$ cat src/hw/rtl/nnad_pkg.sv
package nnad_pkg;

    // Number format and exponential table geometry
    localparam int FRAC_BITS   = 12;
    localparam int DATA_WIDTH  = 16;
    localparam int TABLE_DEPTH = 256;
    localparam int SPAN_LOG2   = 4;

    localparam int TBL_LOG2 = $clog2(TABLE_DEPTH);
    localparam int ARG_BITS = FRAC_BITS + SPAN_LOG2;   // exp argument range [0,16)
    localparam int FRAC_IDX = ARG_BITS - TBL_LOG2;     // interpolation fraction bits
    localparam int EXP_W    = 33;                      // unsigned Q32, 1.0 included
    localparam int Q_W      = FRAC_BITS + 1;           // quotient bits, up to 1.0
    localparam int Y_W      = DATA_WIDTH + 2;          // internal result before clamp
    localparam int NUM_W    = 32 + FRAC_BITS + 2;      // dividend and remainder
    localparam int ONE      = 1 << FRAC_BITS;
    localparam int HALF     = 1 << (FRAC_BITS - 1);

    localparam logic [EXP_W-1:0] Q32_ONE = {1'b1, 32'b0};

    typedef enum logic [2:0] {
        FN_NULL  = 3'd0,
        FN_IDENT = 3'd1,
        FN_STEP  = 3'd2,
        FN_SIGM  = 3'd3,
        FN_TANH  = 3'd4,
        FN_RELU  = 3'd5,
        FN_GAUSS = 3'd6,
        FN_BAD   = 3'd7
    } func_t;

    // Item attributes that travel alongside the exp/divide datapath
    typedef struct packed {
        logic                   deriv;
        func_t                  code;
        logic                   neg;
        logic [DATA_WIDTH-1:0]  mag;
        logic signed [Y_W-1:0]  ybase;
    } side_t;

    typedef logic [EXP_W-1:0] exp_word_t;
    typedef exp_word_t exp_rom_t [0:TABLE_DEPTH];

    // exp(-16k/TABLE_DEPTH) in Q32: series for one step, then repeated products
    function automatic exp_rom_t exp_rom_build();
        exp_rom_t    rom;
        logic [63:0] step;
        logic [63:0] term;
        logic [63:0] sum;
        logic [63:0] q;
        logic [63:0] prod;
        step = (64'd1 << (32 + SPAN_LOG2)) / 64'(TABLE_DEPTH);
        term = 64'd1 << 32;
        sum  = 64'd1 << 32;
        for (int n = 1; n < 40; n++)
        begin
            term = ((term * step) >> 32) / 64'(n);
            if (n[0])
                sum = sum - term;
            else
                sum = sum + term;
        end
        q      = sum;
        rom[0] = Q32_ONE;
        for (int k = 1; k <= TABLE_DEPTH; k++)
        begin
            prod   = 64'(rom[k-1]) * q + (64'd1 << 31);
            rom[k] = EXP_W'(prod >> 32);
        end
        return rom;
    endfunction

    localparam exp_rom_t EXP_ROM = exp_rom_build();

endpackage

$ cat src/hw/rtl/nnad_post.sv
module nnad_post import nnad_pkg::*;
(
    input  logic                         clk,
    input  logic                         rst_n,
    input  logic                         in_vld,
    output logic                         in_rdy,
    input  logic [Q_W-1:0]               m,
    input  side_t                        side,
    output logic                         result_valid,
    input  logic                         result_stall,
    output logic signed [DATA_WIDTH-1:0] y,
    output logic                         error
);

    localparam logic signed [Y_W-1:0] MAX_Y = Y_W'((1 << (DATA_WIDTH - 1)) - 1);
    localparam logic signed [Y_W-1:0] MIN_Y = -MAX_Y - Y_W'(1);

    logic                          vld_reg;
    logic signed [DATA_WIDTH-1:0]  y_reg;
    logic                          err_reg;

    logic [Q_W-1:0]         one_q;
    logic [Q_W-1:0]         sv;
    logic [2*Q_W-1:0]       ps;
    logic [2*Q_W-1:0]       pm;
    logic [2*Q_W-1:0]       sig_d;
    logic [2*Q_W-1:0]       tsq;
    logic signed [Y_W-1:0]  yv;
    logic signed [DATA_WIDTH-1:0] y_next;

    // logistic and tanh from the quotient, other functions from ybase, then clamp
    always_comb
    begin
        one_q = Q_W'(ONE);
        sv    = side.neg ? one_q - m : m;
        ps    = (2*Q_W)'(sv) * (2*Q_W)'(one_q - sv);
        pm    = (2*Q_W)'(m) * (2*Q_W)'(m);
        sig_d = (ps + (2*Q_W)'(HALF)) >> FRAC_BITS;
        tsq   = (pm + (2*Q_W)'(HALF)) >> FRAC_BITS;
        case (side.code)
            FN_SIGM: yv = side.deriv ? Y_W'(sig_d) : Y_W'(sv);
            FN_TANH:
            begin
                if (side.deriv)
                    yv = Y_W'(ONE) - Y_W'(tsq);
                else
                    yv = side.neg ? -Y_W'(m) : Y_W'(m);
            end
            default: yv = side.ybase;
        endcase
        if (yv > MAX_Y)
            y_next = DATA_WIDTH'(MAX_Y);
        else if (yv < MIN_Y)
            y_next = DATA_WIDTH'(MIN_Y);
        else
            y_next = DATA_WIDTH'(yv);
    end

    assign in_rdy = !vld_reg || !result_stall;

    always_ff @(posedge clk or negedge rst_n)
    begin
        if (!rst_n)
            vld_reg <= 1'b0;
        else if (in_rdy)
            vld_reg <= in_vld;
    end

    always_ff @(posedge clk)
    begin
        if (in_rdy)
        begin
            y_reg   <= y_next;
            err_reg <= side.code == FN_BAD;
        end
    end

    assign result_valid = vld_reg;
    assign y            = y_reg;
    assign error        = err_reg;

endmodule

$ cat config.mk
export PLATFORM = sky130hd
export DESIGN_NAME = nnad_post
export DESIGN_NICKNAME = d
export VERILOG_FILES = /design/src/hw/rtl/nnad_pkg.sv /design/src/hw/rtl/nnad_post.sv
export SDC_FILE = /design/constraint.sdc
export NUM_CORES = 1
export LEC_CHECK = 0
export BUFFER_PORTS_ARGS = -buffer_cell sky130_fd_sc_hd__buf_4
export CORE_ASPECT_RATIO = 2
export CORE_UTILIZATION = 55
export CTS_CLUSTER_SIZE = 40
export DETAILED_ROUTE_END_ITERATION = 8
export PLACE_DENSITY = 0.78
export SYNTH_ARGS = -nofsm -noshare
export SYNTH_HDL_FRONTEND = slang
export SYNTH_SLANG_ARGS = --single-unit
$ cat constraint.sdc
create_clock -name clk -period 1.76 [get_ports clk]
set_clock_uncertainty 0.2 [all_clocks]
set_input_delay 0.528 -clock clk [delete_from_list [all_inputs] [get_ports clk]]
set_output_delay 0.528 -clock clk [all_outputs]
set_load 0.05 [all_outputs]
==> results.md <==
- RSZ-0062 raised after global routing: true
- Max reg flops: 16
- Final cell count without fillers: 1981
- Adder-cell share of the synthesized area: 0.559
- Flops & latches, synth: 18
- Worst Path Arrival: 7740 ps
- Total CTS buffers: 3
- CP endpoint kind: flip-flop
- Final instance area: 0.0166 mm^2
- EDFF count, synth: 17
- Area Overhead vs Synth: 35.1%
- Worst Tran Pin Value: 497 ps
- Status: finished with violations
- Area share of and/or/nand/nor cells after synthesis: 0.165
- Initial core utilization: 0.558
- Startpoint Class: input port
- Ratio of cells with drive above 1 in the final layout: 0.329
- CTS tree: yes
- CTS H-tree depth: 1
- Ant diodes: 0
- Initial antenna violation count: 0
- Fin crit period: 7930 ps
- Cell Area, Placed: 0.0155 mm^2
- Yosys warns: 0
- Cell Area, Synth: 0.0123 mm^2
- Final setup viols: 16
- Multiplexer share of the synthesized area: 0.000915
- Via density: 5.69
- Critical Path RT: 1570 ps
- Clock Path Buffers: 2
- Syn avg cell area: 8.80 um^2
- First-pass GRT wire length: 61.1 mm
- Core ar.: 0.0221 mm^2
- Final hold violation count: 0
- Slew HR: 0.664
- Setup slack after layout: -6170 ps
- Min-delay worst type: in2reg
- Routability cong.: 0.966
- DRC: 0
- Detailed-route wire length: 40.4 mm
- Core Rows: 77
- # Max-Cap Violations: 0
- Post-Synthesis Cells: 1399
- Via Count: 11300
- DIE WIDTH: 108 um
- Crit Path Category: in2reg
- Clk root buf: clkbuf_16
- Largest net degree at the start of global routing: 27
- Largest family of logic cells by synthesized area: adder cells
- Period utilization: 4.51
- Vias in the first global route: 12700
- Die height: 214 um
- Nets: 2176
- Ys async rst share: 0.0556
- Routed wire per std cell: 20.4 um
- Filler Cell Count: 1544
- Setup tns final: -93550 ps
- Global Route Usage Sum: 0.356
- Top_reg_cell synth: edfxtp_1
- Register area share after synthesis: 0.0435
- CTS Sinks: 18
- Area fraction in compound gates after synthesis: 0.0785
- Initial drt markers: 583
- Cells after DPL: 1945
- I/O Pins: 75
- GRT overflow: 0
- Failing checks: negative setup slack
- Dpl hpwl: 33.1 mm
- Netlist cell types: 63
- Xor/xnor share of the synthesized area: 0.0426
- CP max FO: 8
- Clock slew at reported path FFs: 70 ps
- Syn_nets: 1869
- Slew Limit Fails: 0
- Skew-Pair Late Insertion Delay: 260 ps
- Routed Antenna Nets: 0
- Fmax: 126 MHz
- Die area: 0.0230 mm^2
- Port buffer count: 58
- Drt pass-1 iters: 5
layer usage:
metal / wire length, um / global-route usage
met5: 0 / 0
met4: 4280 / 0.301
met3: 1380 / 0.0334
met2: 22700 / 0.710
met1: 12000 / 0.304
what timing repair did:
action / 4_1_cts / 5_1_grt
setup buffers: 15 / 19
hold endpoints to repair: 1 / 0
resized for setup: 80 / 72
pin swaps: 92 / 93
endpoints found under the setup margin: 16 / 16
hold buffers: 1 / 0
cloned: 1 / 0
through the flow:
stage | util | hold slack, ps | setup WS [ps]
after floorplan | - | 32.4 | -6040
after global placement | 0.702 | 103 | -6300
after detailed placement | 0.702 | 105 | -6500
after CTS | 0.729 | 261 | -6120
after global routing | 0.754 | 264 | -6310
final | 0.754 | 255 | -6170
path summary, 6_finish.rpt:
check | cells after the start | end | from | slack, ps
worst max-delay path | 28 | y[12] | m[2] | -6170
worst min-delay path | 2 | result_valid | in_vld | 260
worst max register to register | 2 | y[10] | result_valid | 460
worst min register to register | 3 | result_valid | result_valid | 590
max in group asynchronous | 2 | result_valid | rst_n | 900
min in group asynchronous | 2 | result_valid | rst_n | 380
logic make-up (layout without fill, tap and decap cells):
group,Yosys count,count (layout)
xor+xnor,59,59
fa+ha+maj,414,414
buf+inv,361,667
flops,18,18
other cells,1,1
mux,1,1
simple gates,406,406
compound gates,139,139
synth_stat cells, drive strengths merged, types with 5 or more instances:
library cell  number  area [um^2]
and3              11         68.8
nor3               9         45.0
or2               26          163
a21o               9         67.6
fa               227         4540
edfxtp            17          510
a31oi             10         62.6
a211oi             7         52.6
xnor2             42          368
clkinv             9         33.8
o21a               5         37.5
xor2              17          156
nand2            105          394
and2              40          250
nand3             12         60.1
o21ai             25          129
nand2b            55          344
nor2             113          424
a21oi             28          140
nor2b              8         50.1
ha               187         2340
nand4              8         56.3
inv              299         1120
clkbuf            50          188
o22ai              6         37.5
o31ai              9         67.6
a221oi             9         96.4
critical path: stages:
cell,delay (ps)
buf_6,100
or3_4,410
nand2_4,100
xor2_4,180
inv_2,80
nor4_4,300
and3_4,250
and3_4,210
and3_4,190
ha_4,230
nor2_1,170
fa_1,490
fa_1,580
fa_1,550
fa_1,530
fa_1,540
ha_1,330
ha_1,210
a21o_1,190
a21o_1,210
a221oi_4,300
a31oi_4,160
a21o_1,230
buf_6,130
a211oi_2,170
a211oi_1,70
o221ai_1,200
o21ai_1,90
cell type report:
| class | instances | area [um^2] | share of cell area |
|---|---|---|---|
| multi-input cells | 1020 | 11600 | 0.696 |
| flip-flops and latches | 18 | 536 | 0.0322 |
| inverters | 308 | 1190 | 0.0713 |
| repair buffers | 355 | 2900 | 0.174 |
| clock buffers | 4 | 88.8 | 0.00534 |
| well taps | 276 | 345 | 0.0208 |
cells in the final DEF, fill, tap and decap left out, types with 8 or more instances in the layout:
cell type and count:
nor2b_1 8, xnor2_2 11, a21o_1 9, inv_2 18, o21ai_0 10, fa_1 215, inv_1 281, a21oi_1 17
nand2b_1 45, nor2_1 107, nand2_1 97, buf_6 22, buf_4 320, xor2_1 9, a31oi_1 8, buf_12 8
nand3_1 9, edfxtp_1 17, nand2b_4 10, and2_1 33, ha_1 164, o21ai_1 9, ha_4 20, or2_2 19
xnor2_1 29, fa_2 12
Power is not shown: default switching activity piles up to over one toggle a cycle in this logic, so the estimate is an artifact.
