==> src/hw/rtl/nnad_pkg.sv <==
package nnad_pkg;

    // Number format and exponential table geometry
    localparam int FRAC_BITS   = 12;
    localparam int DATA_WIDTH  = 16;
    localparam int TABLE_DEPTH = 256;
    localparam int SPAN_LOG2   = 4;

    localparam int TBL_LOG2 = $clog2(TABLE_DEPTH);
    localparam int ARG_BITS = FRAC_BITS + SPAN_LOG2;   // exp argument range [0,16)
    localparam int FRAC_IDX = ARG_BITS - TBL_LOG2;     // interpolation fraction bits
    localparam int EXP_W    = 33;                      // unsigned Q32, 1.0 included
    localparam int Q_W      = FRAC_BITS + 1;           // quotient bits, up to 1.0
    localparam int Y_W      = DATA_WIDTH + 2;          // internal result before clamp
    localparam int NUM_W    = 32 + FRAC_BITS + 2;      // dividend and remainder
    localparam int ONE      = 1 << FRAC_BITS;
    localparam int HALF     = 1 << (FRAC_BITS - 1);

    localparam logic [EXP_W-1:0] Q32_ONE = {1'b1, 32'b0};

    typedef enum logic [2:0] {
        FN_NULL  = 3'd0,
        FN_IDENT = 3'd1,
        FN_STEP  = 3'd2,
        FN_SIGM  = 3'd3,
        FN_TANH  = 3'd4,
        FN_RELU  = 3'd5,
        FN_GAUSS = 3'd6,
        FN_BAD   = 3'd7
    } func_t;

    // Item attributes that travel alongside the exp/divide datapath
    typedef struct packed {
        logic                   deriv;
        func_t                  code;
        logic                   neg;
        logic [DATA_WIDTH-1:0]  mag;
        logic signed [Y_W-1:0]  ybase;
    } side_t;

    typedef logic [EXP_W-1:0] exp_word_t;
    typedef exp_word_t exp_rom_t [0:TABLE_DEPTH];

    // exp(-16k/TABLE_DEPTH) in Q32: series for one step, then repeated products
    function automatic exp_rom_t exp_rom_build();
        exp_rom_t    rom;
        logic [63:0] step;
        logic [63:0] term;
        logic [63:0] sum;
        logic [63:0] q;
        logic [63:0] prod;
        step = (64'd1 << (32 + SPAN_LOG2)) / 64'(TABLE_DEPTH);
        term = 64'd1 << 32;
        sum  = 64'd1 << 32;
        for (int n = 1; n < 40; n++)
        begin
            term = ((term * step) >> 32) / 64'(n);
            if (n[0])
                sum = sum - term;
            else
                sum = sum + term;
        end
        q      = sum;
        rom[0] = Q32_ONE;
        for (int k = 1; k <= TABLE_DEPTH; k++)
        begin
            prod   = 64'(rom[k-1]) * q + (64'd1 << 31);
            rom[k] = EXP_W'(prod >> 32);
        end
        return rom;
    endfunction

    localparam exp_rom_t EXP_ROM = exp_rom_build();

endpackage

==> src/hw/rtl/nnad_recip.sv <==
module nnad_recip import nnad_pkg::*;
(
    input  logic             clk,
    input  logic             rst_n,
    input  logic             in_vld,
    output logic             in_rdy,
    input  exp_word_t        e,
    input  side_t            side_in,
    output logic             out_vld,
    input  logic             out_rdy,
    output logic [Q_W-1:0]   m,
    output side_t            side_out
);

    localparam int GW = DATA_WIDTH + EXP_W + 2;

    logic [NUM_W-1:0] rem_reg  [0:Q_W];
    logic [EXP_W:0]   den_reg  [0:Q_W];
    logic [Q_W-1:0]   q_reg    [0:Q_W];
    side_t            side_reg [0:Q_W];
    logic             vld_reg  [0:Q_W];
    logic [Q_W:0]     rdy;

    logic [EXP_W:0]        den;
    logic [NUM_W-1:0]      half;
    logic [NUM_W-1:0]      num;
    logic [GW-1:0]         pg;
    logic [GW-1:0]         mg;
    exp_word_t             gf;
    side_t                 side_next;

    // setup: denominator 1+e, rounded dividend, Gaussian in parallel
    always_comb
    begin
        den  = (EXP_W+1)'(Q32_ONE) + (EXP_W+1)'(e);
        half = NUM_W'(den >> 1);
        case (side_in.code)
            FN_SIGM: num = (NUM_W'(1) << (32 + FRAC_BITS)) + half;
            FN_TANH: num = (NUM_W'(Q32_ONE - e) << FRAC_BITS) + half;
            default: num = '0;
        endcase
        pg        = (GW'(side_in.mag) * GW'(e)) << 1;
        mg        = (pg + (GW'(1) << 31)) >> 32;
        gf        = (e + EXP_W'(1 << (31 - FRAC_BITS))) >> (32 - FRAC_BITS);
        side_next = side_in;
        if (side_in.code == FN_GAUSS)
        begin
            if (side_in.deriv)
                side_next.ybase = side_in.neg ? Y_W'(mg) : -Y_W'(mg);
            else
                side_next.ybase = Y_W'(gf);
        end
    end

    assign rdy[Q_W] = !vld_reg[Q_W] || out_rdy;
    assign in_rdy   = rdy[0];

    always_ff @(posedge clk or negedge rst_n)
    begin
        if (!rst_n)
            vld_reg[0] <= 1'b0;
        else if (rdy[0])
            vld_reg[0] <= in_vld;
    end

    always_ff @(posedge clk)
    begin
        if (rdy[0])
        begin
            rem_reg[0]  <= num;
            den_reg[0]  <= den;
            q_reg[0]    <= '0;
            side_reg[0] <= side_next;
        end
    end

    // restoring divider, one quotient bit per stage, MSB first
    for (genvar s = 0; s < Q_W; s++)
    begin : g_div
        localparam int BIT = Q_W - 1 - s;
        logic [NUM_W-1:0] dsh;
        logic             take;

        assign rdy[s] = !vld_reg[s] || rdy[s+1];
        assign dsh    = NUM_W'(den_reg[s]) << BIT;
        assign take   = rem_reg[s] >= dsh;

        always_ff @(posedge clk or negedge rst_n)
        begin
            if (!rst_n)
                vld_reg[s+1] <= 1'b0;
            else if (rdy[s+1])
                vld_reg[s+1] <= vld_reg[s];
        end

        always_ff @(posedge clk)
        begin
            if (rdy[s+1])
            begin
                rem_reg[s+1]  <= take ? rem_reg[s] - dsh : rem_reg[s];
                den_reg[s+1]  <= den_reg[s];
                q_reg[s+1]    <= q_reg[s] | (Q_W'(take) << BIT);
                side_reg[s+1] <= side_reg[s];
            end
        end
    end

    assign out_vld  = vld_reg[Q_W];
    assign m        = q_reg[Q_W];
    assign side_out = side_reg[Q_W];

endmodule

==> config.mk <==
export PLATFORM = sky130hd
export DESIGN_NAME = nnad_recip
export DESIGN_NICKNAME = d
export VERILOG_FILES = /design/src/hw/rtl/nnad_pkg.sv /design/src/hw/rtl/nnad_recip.sv
export SDC_FILE = /design/constraint.sdc
export NUM_CORES = 2
export LEC_CHECK = 0
export ABC_AREA = 1
export BUFFER_PORTS_ARGS = -buffer_cell sky130_fd_sc_hd__buf_4
export CAP_MARGIN = 5
export CORE_AREA = 2 2 543 545
export CTS_CLUSTER_DIAMETER = 100
export CTS_CLUSTER_SIZE = 24
export DETAILED_ROUTE_END_ITERATION = 16
export DIE_AREA = 0 0 545 547
export SETUP_SLACK_MARGIN = 0.1
export SLEW_MARGIN = 15
export SYNTH_ARGS = -nofsm -noshare
export SYNTH_HDL_FRONTEND = slang
export SYNTH_SLANG_ARGS = --single-unit
export TNS_END_PERCENT = 30
==> constraint.sdc <==
create_clock -name clk -period 38 [get_ports clk]
set_input_delay 1.9 -clock clk [delete_from_list [all_inputs] [get_ports clk]]
set_output_delay 1.9 -clock clk [all_outputs]
set_load 0.005 [all_outputs]
==> reports/metrics.yaml <==
status: "completed"
timing.fmax_mhz: 90.6
async_flop_share: 0.00828
drcViolationCount: 0
maxSlewHeadroom: 0.243
final_common_cell: "nand2_1"
endpoint_kind: "output port"
final.min_clock_period_ps: 11040
io_pins: 130
cp_data_arrival_time_ps: 9140
synthesis.nets: 11400
die_x_um: 545
die-height_um: 547
ys_ff_latch: 1691
synth_cells: 10300
synthTopCellsByArea: "edfxtp_1 (49%), fa_1 (8.7%), nand2_1 (7.9%)"
crit_start: "out_rdy"
clock_latency_ps: 780
drtAntennaViolNets: 0
path_clk_slew_ps: 90
row_count: 199
drt_iter0_drc: 3822
cts-resized-gates: 0
setup_viol_count_final: 0
portBuffers: 129
fin_nets: 11400
grt_max_degree: 99
gp_congestion: 0.942
clock-sinks: 1691
synth_edf_count: 1677
hold_buffers: 0
root_buffer: "clkbuf_16"
dieArea_um2: 298000
worst-setup-path-type: "in2out"
cp_max_fo: 79
largest_register_ffs: 598
antenna_found_initial: 4
drive_gt1_frac: 0.0392
worst_pin_slew_ps: 1120
min_period_over_period: 0.291
first_pass_iters: 8
tns_ps: 0
hold_viol_final: 0
dpl.hpwl_mm: 185
via_count: 66700
syn-cell-area_um2: 102000
htreeDepth: 3
hold_path_class: "reg2reg"
ys_types: 70
finalClockSkew_ps: 66.1
avgSynthCellArea_um2: 9.91
cp-start-kind: "input pin"
drv_cap: 0
fill_cells: 29200
reg2reg_from: "out_vld$_DFFE_PN0P_"
grt_pass1_vias: 68400
hold_start: "side_reg[0][232]$_DFFE_PP_"
drt_wl_total_mm: 236
vias_per_cell: 4.68
initial_core_util: 0.349
rsz0062_at_grt: "no"
grt_pass1_wl_mm: 373
numCtsBuffers: 88
cts_tree: "done"
grt_use_total: 0.159
post_cts_buffers: 0
post_drt_wl_per_cell_um: 16.6
clockBufferDepth: 3
cp.required_ps: 36100
ys_warn_count: 0
yosysTopAreaCellShare: 0.493
area_delta_synth_final_pct: 7.57
overflow: 0
seq_area_frac_synth: 0.497
core_area_um2: 293000
synth_ff_type: "edfxtp_1"
drv_slew: 0
final_cell_mix: "nand2_1 (2138), inv_1 (1810), edfxtp_1 (1677)"
synth_top_area_cell: "edfxtp_1"
-- synthesized netlist by cell type (46+ instances only) --
library cell / instances
edfxtp_1: 1677
a31oi_1: 73
xnor2_1: 245
nand4_1: 92
nor2_1: 629
o21a_1: 53
o21ai_0: 649
o21ai_1: 46
a21oi_1: 628
clkbuf_1: 175
ha_1: 586
nor4_1: 61
nand3_1: 233
fa_1: 444
buf_4: 60
xor2_1: 215
inv_1: 1820
nor3_1: 74
nand2_1: 2139
-- per-layer routing --
| metal | up-vias | track usage | routed length, um |
|---|---|---|---|
| met3 | 404 | 0.0172 | 6960 |
| met1 | 31400 | 0.188 | 98500 |
| met4 | 6 | 0.0662 | 10700 |
| met2 | 1061 | 0.290 | 120000 |
| li1 | 33900 | - | - |
| met5 | - | 0 | 44 |
-- worst paths after layout --
| path | endpoint | slack (ps) | cells after the start |
|---|---|---|---|
| max reg2reg | side_reg[0][43]$_DFFE_PP_ | 29310 | 28 |
| min | side_reg[0][271]$_DFFE_PP_ | 390 | 0 |
| max | in_rdy | 26960 | 28 |
| max in group asynchronous | vld_reg[10]$_DFFE_PN0P_ | 36660 | 1 |
| min in group asynchronous | out_vld$_DFFE_PN0P_ | 1020 | 1 |
| min reg2reg | side_reg[0][271]$_DFFE_PP_ | 390 | 0 |
-- worst max-delay path: stages --
cell and delay, ps:
buf_4 80, nor2_1 50, inv_4 200, nor2_1 130, inv_6 320, nor2_1 160, inv_6 350, nor2_1 160
inv_6 470, nor2_1 200, inv_6 300, nor2_1 140, inv_6 490, nor2_1 200, inv_6 520, nor2_1 190
inv_6 510, nor2_1 190, inv_6 470, nor2_1 150, inv_4 260, nor2_1 110, inv_4 70, nor2_1 60
inv_4 530, nor2_2 170, nand2_4 400, buf_4 200
-- cell families (layout without fill, tap and decap cells) --
kind of cell	after synthesis	count (layout)	share of synthesized area
XOR/XNOR	461	461	0.0396
buffers and inverters	2117	2142	0.0806
flip-flops	1691	1691	0.497
adder cells (fa/ha/maj)	1030	1030	0.159
AND/OR/NAND/NOR	3332	3332	0.134
other	0	1	0
AO/OA/AOI/OAI	1663	1663	0.0895
-- stage by stage --
stage,util,hold WS [ps],instances,instance area (um2),setup WS [ps]
3_3_place_gp,0.366,401,14100,107000,26580
6_report,0.375,394,14200,110000,26960
5_1_grt,0.375,395,14200,110000,26010
2_1_floorplan,-,400,10300,102000,4090
3_5_place_dp,0.366,405,14100,107000,26610
4_1_cts,0.375,384,14200,110000,26620
-- final cells by class --
class / instances / area, um2 / share of cell area
timing repair buffer: 164 / 1240 / 0.0113
clock inverter: 30 / 533 / 0.00486
clock buffer: 108 / 2280 / 0.0207
tap: 3919 / 4900 / 0.0447
inverter: 1840 / 6960 / 0.0634
antenna: 1 / 2.50 / 0.0000228
sequential: 1691 / 50700 / 0.462
multi-input combinational: 6486 / 43100 / 0.393
Power is not shown: default switching activity piles up to over one toggle a cycle in this logic, so the estimate is an artifact.
